==> src/design/rcem_pkg.sv <==
// Shared constants, register codes and types for the elliptical ROI crop.
`timescale 1ns / 1ps

package rcem_pkg;

    localparam int COORD_W    = 12;
    localparam int DIM_W      = 13;
    localparam int CFG_IDX_W  = 3;
    localparam int CFG_DATA_W = 13;
    localparam int CHANNELS   = 3;
    localparam int PIX_W      = 24;
    localparam int IDX_W      = 24;
    localparam logic [PIX_W-1:0] PIX_MASK = PIX_W'((64'd1 << (8 * CHANNELS)) - 64'd1);

    typedef enum logic [CFG_IDX_W-1:0] {
        REG_CROP_LEFT    = 3'd0,
        REG_CROP_TOP     = 3'd1,
        REG_CROP_WIDTH   = 3'd2,
        REG_CROP_HEIGHT  = 3'd3,
        REG_DEST_WIDTH   = 3'd4,
        REG_DEST_HEIGHT  = 3'd5,
        REG_ELLIPSE_MODE = 3'd6
    } t_cfg_reg;

    typedef struct packed {
        logic signed [DIM_W-1:0] crop_left;
        logic signed [DIM_W-1:0] crop_top;
        logic [DIM_W-1:0]        crop_width;
        logic [DIM_W-1:0]        crop_height;
        logic [DIM_W-1:0]        dest_width;
        logic [DIM_W-1:0]        dest_height;
        logic                    ellipse_mode;
    } t_cfg;

endpackage

==> src/design/rcem_if.sv <==


interface rcem_cfg_if;
    logic                            valid;
    logic                            ready;
    logic [rcem_pkg::CFG_IDX_W-1:0]  index;
    logic [rcem_pkg::CFG_DATA_W-1:0] data;

    modport source (output valid, output index, output data, input ready);
    modport sink   (input valid, input index, input data, output ready);
endinterface

==> src/design/rcem_cfg_regs.sv <==
// Configuration register file written through the register channel.
`timescale 1ns / 1ps

module rcem_cfg_regs (
    input  logic            i_clk,
    input  logic            i_rst_n,
    rcem_cfg_if.sink        i_cfg,
    output rcem_pkg::t_cfg  o_cfg
);

    rcem_pkg::t_cfg r_cfg;
    rcem_pkg::t_cfg n_cfg;

    assign i_cfg.ready = 1'b1;

    always_comb begin
        n_cfg = r_cfg;
        if (i_cfg.valid) begin
            case (rcem_pkg::t_cfg_reg'(i_cfg.index))
                rcem_pkg::REG_CROP_LEFT:    n_cfg.crop_left    = $signed(i_cfg.data);
                rcem_pkg::REG_CROP_TOP:     n_cfg.crop_top     = $signed(i_cfg.data);
                rcem_pkg::REG_CROP_WIDTH:   n_cfg.crop_width   = i_cfg.data;
                rcem_pkg::REG_CROP_HEIGHT:  n_cfg.crop_height  = i_cfg.data;
                rcem_pkg::REG_DEST_WIDTH:   n_cfg.dest_width   = i_cfg.data;
                rcem_pkg::REG_DEST_HEIGHT:  n_cfg.dest_height  = i_cfg.data;
                rcem_pkg::REG_ELLIPSE_MODE: n_cfg.ellipse_mode = i_cfg.data[0];
                default: n_cfg = r_cfg;
            endcase
        end
    end

    always_ff @(posedge i_clk) begin
        if (!i_rst_n) begin
            r_cfg.crop_left    <= '0;
            r_cfg.crop_top     <= '0;
            r_cfg.crop_width   <= '0;
            r_cfg.crop_height  <= '0;
            r_cfg.dest_width   <= rcem_pkg::DIM_W'(1);
            r_cfg.dest_height  <= rcem_pkg::DIM_W'(1);
            r_cfg.ellipse_mode <= 1'b0;
        end else begin
            r_cfg <= n_cfg;
        end
    end

    assign o_cfg = r_cfg;

endmodule

==> src/flat_wrapper.sv <==
// flat-port wrapper written by rule: the top's interface ports become plain ports
module rcem_cfg_regs_flat 
  (i_clk, i_rst_n, o_cfg, i_cfg_valid, i_cfg_index, i_cfg_data, i_cfg_ready);
  rcem_cfg_if i_cfg_i ();
  input  logic i_clk;
  input  logic i_rst_n;
  output rcem_pkg::t_cfg o_cfg;
  input wire logic [$bits(i_cfg_i.valid)-1:0] i_cfg_valid;
  input wire logic [$bits(i_cfg_i.index)-1:0] i_cfg_index;
  input wire logic [$bits(i_cfg_i.data)-1:0] i_cfg_data;
  output wire logic [$bits(i_cfg_i.ready)-1:0] i_cfg_ready;
  assign i_cfg_i.valid = i_cfg_valid;
  assign i_cfg_i.index = i_cfg_index;
  assign i_cfg_i.data = i_cfg_data;
  assign i_cfg_ready = i_cfg_i.ready;
  rcem_cfg_regs u_core (.i_clk(i_clk), .i_rst_n(i_rst_n), .i_cfg(i_cfg_i), .o_cfg(o_cfg));
endmodule
==> config.mk <==
export PLATFORM = sky130hd
export DESIGN_NAME = rcem_cfg_regs_flat
export DESIGN_NICKNAME = d
export VERILOG_FILES = /design/src/design/rcem_pkg.sv /design/src/design/rcem_if.sv /design/src/design/rcem_cfg_regs.sv /design/src/flat_wrapper.sv
export SDC_FILE = /design/constraint.sdc
export NUM_CORES = 1
export LEC_CHECK = 0
export ABC_CLOCK_PERIOD_IN_PS = 1850
export BUFFER_PORTS_ARGS = -buffer_cell sky130_fd_sc_hd__buf_2
export CAP_MARGIN = 10
export CORE_MARGIN = 1
export CORE_UTILIZATION = 45
export DETAILED_ROUTE_END_ITERATION = 7
export GPL_ROUTABILITY_DRIVEN = 0
export GPL_TIMING_DRIVEN = 0
export PLACE_DENSITY_LB_ADDON = 0.08
export SLEW_MARGIN = 20
export SYNTH_ARGS = -nofsm -noshare
export SYNTH_HDL_FRONTEND = slang
export SYNTH_SLANG_ARGS = --single-unit
==> constraint.sdc <==
create_clock -name i_clk -period 1.85 [get_ports i_clk]
set_clock_uncertainty 0.1 [all_clocks]
set_input_delay 0.2775 -clock i_clk [delete_from_list [all_inputs] [get_ports i_clk]]
set_output_delay 0.2775 -clock i_clk [all_outputs]
set_load 0.02 [all_outputs]
# Word level (Yosys, flattened, before mapping)
# Cells that the tools add are included.
# W data, S select, Z words.
[classes]
reduce_logical = 8
eq_ne = 6
[op_table]
columns = ["operator", "n"]
rows = [
  ["$reduce_and A2 Y1", 7],
  ["$eq A3 B3 Y1 const B", 3],
  ["$eq A3 B2 Y1 const B", 2],
  ["$eq A3 B1 Y1 const B", 1],
  ["$logic_not A3 Y1", 1],
]
[totals]
register_bits = 79
output_inout_bits = 80
in_bits = 19
elab_cells = 21

# Depth between registers and ports, before layout
[logic_depth]
ltp_word = 2
mapped_depth = 4
depth_no_buf = 2

# Worst setup path after synthesis
# Ideal clock, no wire load.
[synth_path]
kind = "input to register"
startpoint = "input i_cfg_index[0]"
endpoint = "register u_core.r_cfg, in the netlist u_core.o_cfg[68]"
required_ns = 1.627
path_slack_ns = 0.438
setup_ns = 0.123
stages = 4
n_path_buf = 2
arrival_ns = 1.189
cell_sequence = "or4b_1 -> buf_2 -> buf_6 -> mux2i_1"
[synth_between]
elab_chain_cells = 2
[synth_lines]
columns = ["element", "line_no", "rtl"]
rows = [
  ["start, declared", "flat_wrapper.sv:9", "input wire logic [$bits(i_cfg_i.index)-1:0] i_cfg_index;"],
  ["$logic_not A3 Y1", "rcem_cfg_regs.sv:19", "case (rcem_pkg::t_cfg_reg'(i_cfg.index))"],
  ["$reduce_and A2 Y1 (no line)", "n/a", ""],
  ["end signal, assigned", "rcem_cfg_regs.sv:42", "r_cfg <= n_cfg;"],
  ["end, declared", "rcem_cfg_regs.sv:11", "rcem_pkg::t_cfg r_cfg;"],
]
# No other way between the ends.
# A chain may end at the register's enable or synchronous reset.

# Worst setup path in the final report
[layout_path]
startpoint = "input i_cfg_index[2]"
endpoint = "register u_core.r_cfg, in the netlist u_core.o_cfg[19]"
[layout_between]
elab_chain_cells = 2
[layout_lines]
columns = ["element", "line_no"]
rows = [
  ["$eq A3 B3 Y1", "rcem_cfg_regs.sv:19"],
  ["$reduce_and A2 Y1 (no line)", "n/a"],
]
# No other way between the ends.

==> flow_summary.ini <==
[floorplanning]
boundaryPins = 99
fp.dieW_um = 82.28
design.core.area_um2 = 6061
floorplan.die_area_um2 = 6770
floorplan.initialDensity_pct = 47.85
floorplan.die.height_um = 82.28
placementRows = 28

[placement]
hpwlAfterDp_um = 4828
post_dp_cell_area_um2 = 3475
placement.io_buffers = 96

[synthesis]
synth_cell_type_count = 13
synth_top_area_cell = sky130_fd_sc_hd__dfxtp_1
syn-cell-area_um2 = 2900
synth-seq-area-share_pct = 54.53
synth_fp_nets = 299
synth_area_per_cell_um2 = 10.36
yosys.area.top_type_share_pct = 54.53
netlist_instances = 280
yosysWarnings = 0
synth-seq-cells = 79
post_synth_main_area_contributors = sky130_fd_sc_hd__dfxtp_1 (55%), sky130_fd_sc_hd__mux2i_1 (27%), sky130_fd_sc_hd__nand2_1 (12%)

[routing]
drt-initial-drc-count = 68
vias = 2258
ant_nets = 0
route.detailed.drc = 0
via_per_inst = 4.835
number_of_iterations_in_the_first_detailed_routing_pass = 4
finalWirelength_um = 6834
drt-wirelength-per-cell_um = 14.63

[power]
combinationalPowerShare_pct = 7.9
clock_power_share_pct = 40.3
netSwitchingFraction_pct = 23.90
design_power_total_mw = 3.386
netSwitchingPower_mw = 0.8095
seq_power_share_pct = 51.8
cellLeakagePower_nw = 2.052
intPower_mw = 2.577
vdd_drop_max_uv = 557.1
power.density_cell_area_nw_per_um2 = 918.7

[clock_tree]
setup_fix_bufs_post_cts = 0
cts_buffers = 9
cts_max_level = 3
clk_pin_slew_worst_paths_ns = 0.08
tritoncts = done
post_cts.resized_instances = 0
cts_root_buffer = sky130_fd_sc_hd__clkbuf_8
cts_max_path_buffers = 2
clk_latency_ns = 0.34
ctsHoldBuffers = 0
clock_sink_count = 79

[final_layout]
finalNetCount = 406
fillers = 561
register_area_um2 = 1582
final_common_cell = sky130_fd_sc_hd__buf_2
final_design_area_no_fill_um2 = 3686
drive_above_1_share_pct = 30.87
multiInputGateArea_um2 = 1220
insertedDiodeCount = 0
final_cell_mix = sky130_fd_sc_hd__buf_2 (103), sky130_fd_sc_hd__nand2_1 (90), sky130_fd_sc_hd__mux2i_1 (79), sky130_fd_sc_hd__dfxtp_1 (79), sky130_fd_sc_hd__clkbuf_1 (12)
max_ffs_per_register = 79
layout-area-overhead-vs-synth_pct = 27.09

[timing]
finalHoldViolCount = 0
slew_viol_final = 0
slew-limit-headroom_pct = 62.32
tightestPinTransition_ns = 0.5652
setup-violations-final = 0
finalWorstPathRequiredPeriod_ns = 1.293
fin_tns_setup_ns = 0
timing.final.crit_share_pct = 69.89
hold_ws_ns = 0.1157
max_freq_mhz = 773.4
rsz0062_at_grt = false

[min_path]
min_to = u_core.o_cfg[1]
hold_path.class = in2reg
min-delay-start = i_cfg_data[0]
hold-path-cell-count = 3

[critical_path]
path_max_fanout = 10
type_of_element_launching_the_critical_path = primary input
timing.reg2reg.worst_path_depth = 2
worst_ep_required_time_ns = 2.02
r2r-end = u_core.o_cfg[70]
path_class = in2reg
regToRegSetupSlack_ns = 1.12
r2r-start = u_core.o_cfg[70]
timing.critical_path.to_type = flip-flop
worst-endpoint-arrival_ns = 1.47

[grt]
overflow = 0
first_global_vias = 2055
antenna_found_initial = 0
grt_use_total_pct = 21.61
wire_length_of_the_first_global_routing_pass_um = 10450
grt_max_degree = 14

[run]
drv_cap = 0

[run_status]
result_of_the_run = finished clean
metrics by stage:
stage,cells,setup WS (ns),utilization (%)
after CTS,467,0.5770,60.82
after detailed placement,451,0.2152,57.33
final,467,0.5570,60.82
after global routing,467,0.4698,60.82
after floorplan,280,0.4384,-
after global placement,451,0.2261,57.33
worst max-delay path, cell delays in order:
cell	delay [ns]
sky130_fd_sc_hd__buf_2	0.14
sky130_fd_sc_hd__nor4bb_1	0.27
sky130_fd_sc_hd__buf_2	0.22
sky130_fd_sc_hd__buf_2	0.33
sky130_fd_sc_hd__mux2i_1	0.23
area by class of cell:
type | count | share of cell area [%]
clock inverter | 7 | 2.376
buffer | 21 | 2.682
tap | 75 | 2.546
timing repair buffer | 96 | 13.03
multi-input combinational | 180 | 33.10
clock buffer | 9 | 3.360
sequential | 79 | 42.91
cells in the mapped netlist:
master	count
sky130_fd_sc_hd__buf_2	7
sky130_fd_sc_hd__buf_4	1
sky130_fd_sc_hd__buf_6	1
sky130_fd_sc_hd__clkbuf_1	12
sky130_fd_sc_hd__conb_1	1
sky130_fd_sc_hd__dfxtp_1	79
sky130_fd_sc_hd__mux2i_1	79
sky130_fd_sc_hd__nand2_1	90
sky130_fd_sc_hd__nand4b_1	3
sky130_fd_sc_hd__nand4bb_1	2
sky130_fd_sc_hd__nor2b_1	3
sky130_fd_sc_hd__nor4bb_1	1
sky130_fd_sc_hd__or4b_1	1
per-layer routing:
metal | vias to the layer above | track usage [%] | part of all wire, % | wire, µm
met3 | 12 | 4.615 | 4.9 | 332
li1 | 1144 | - | - | -
met5 | - | 0 | 0 | 0
met2 | 67 | 34.71 | 45 | 3104
met4 | 0 | 10.00 | 1.7 | 119
met1 | 1035 | 27.65 | 48 | 3277
logic make-up after synthesis:
kind of cell	synth area share [%]
and+or+nand+nor	14.67
muxes	27.26
DFF	54.53
buffers and inverters	3.408
other	0.1293
worst max path at each step:
| stage | from | slack [ns] | to | cells past startpoint |
|---|---|---|---|---|
| floorplan | i_cfg_index[0] | 0.44 | u_core.o_cfg[68] | 4 |
| global placement | i_cfg_index[0] | 0.23 | u_core.o_cfg[71] | 5 |
| detailed placement | i_cfg_index[0] | 0.22 | u_core.o_cfg[70] | 5 |
| CTS | i_cfg_index[2] | 0.58 | u_core.o_cfg[19] | 5 |
| global route | i_cfg_index[2] | 0.47 | u_core.o_cfg[19] | 5 |
| finish | i_cfg_index[2] | 0.56 | u_core.o_cfg[19] | 5 |
power groups by stage:
| stage | Sequential, mW | Clock, mW | Combinational [mW] |
|---|---|---|---|
| final | 1.75 | 1.37 | 0.267 |
| after global routing | 1.76 | 1.46 | 0.289 |
| after CTS | 1.75 | 1.39 | 0.270 |
| after detailed placement | 1.79 | 0 | 0.269 |
| after global placement | 1.79 | 0 | 0.266 |
| after floorplan | 1.84 | 0 | 0.119 |
No activity file was read; power rests on OpenSTA's default activity.
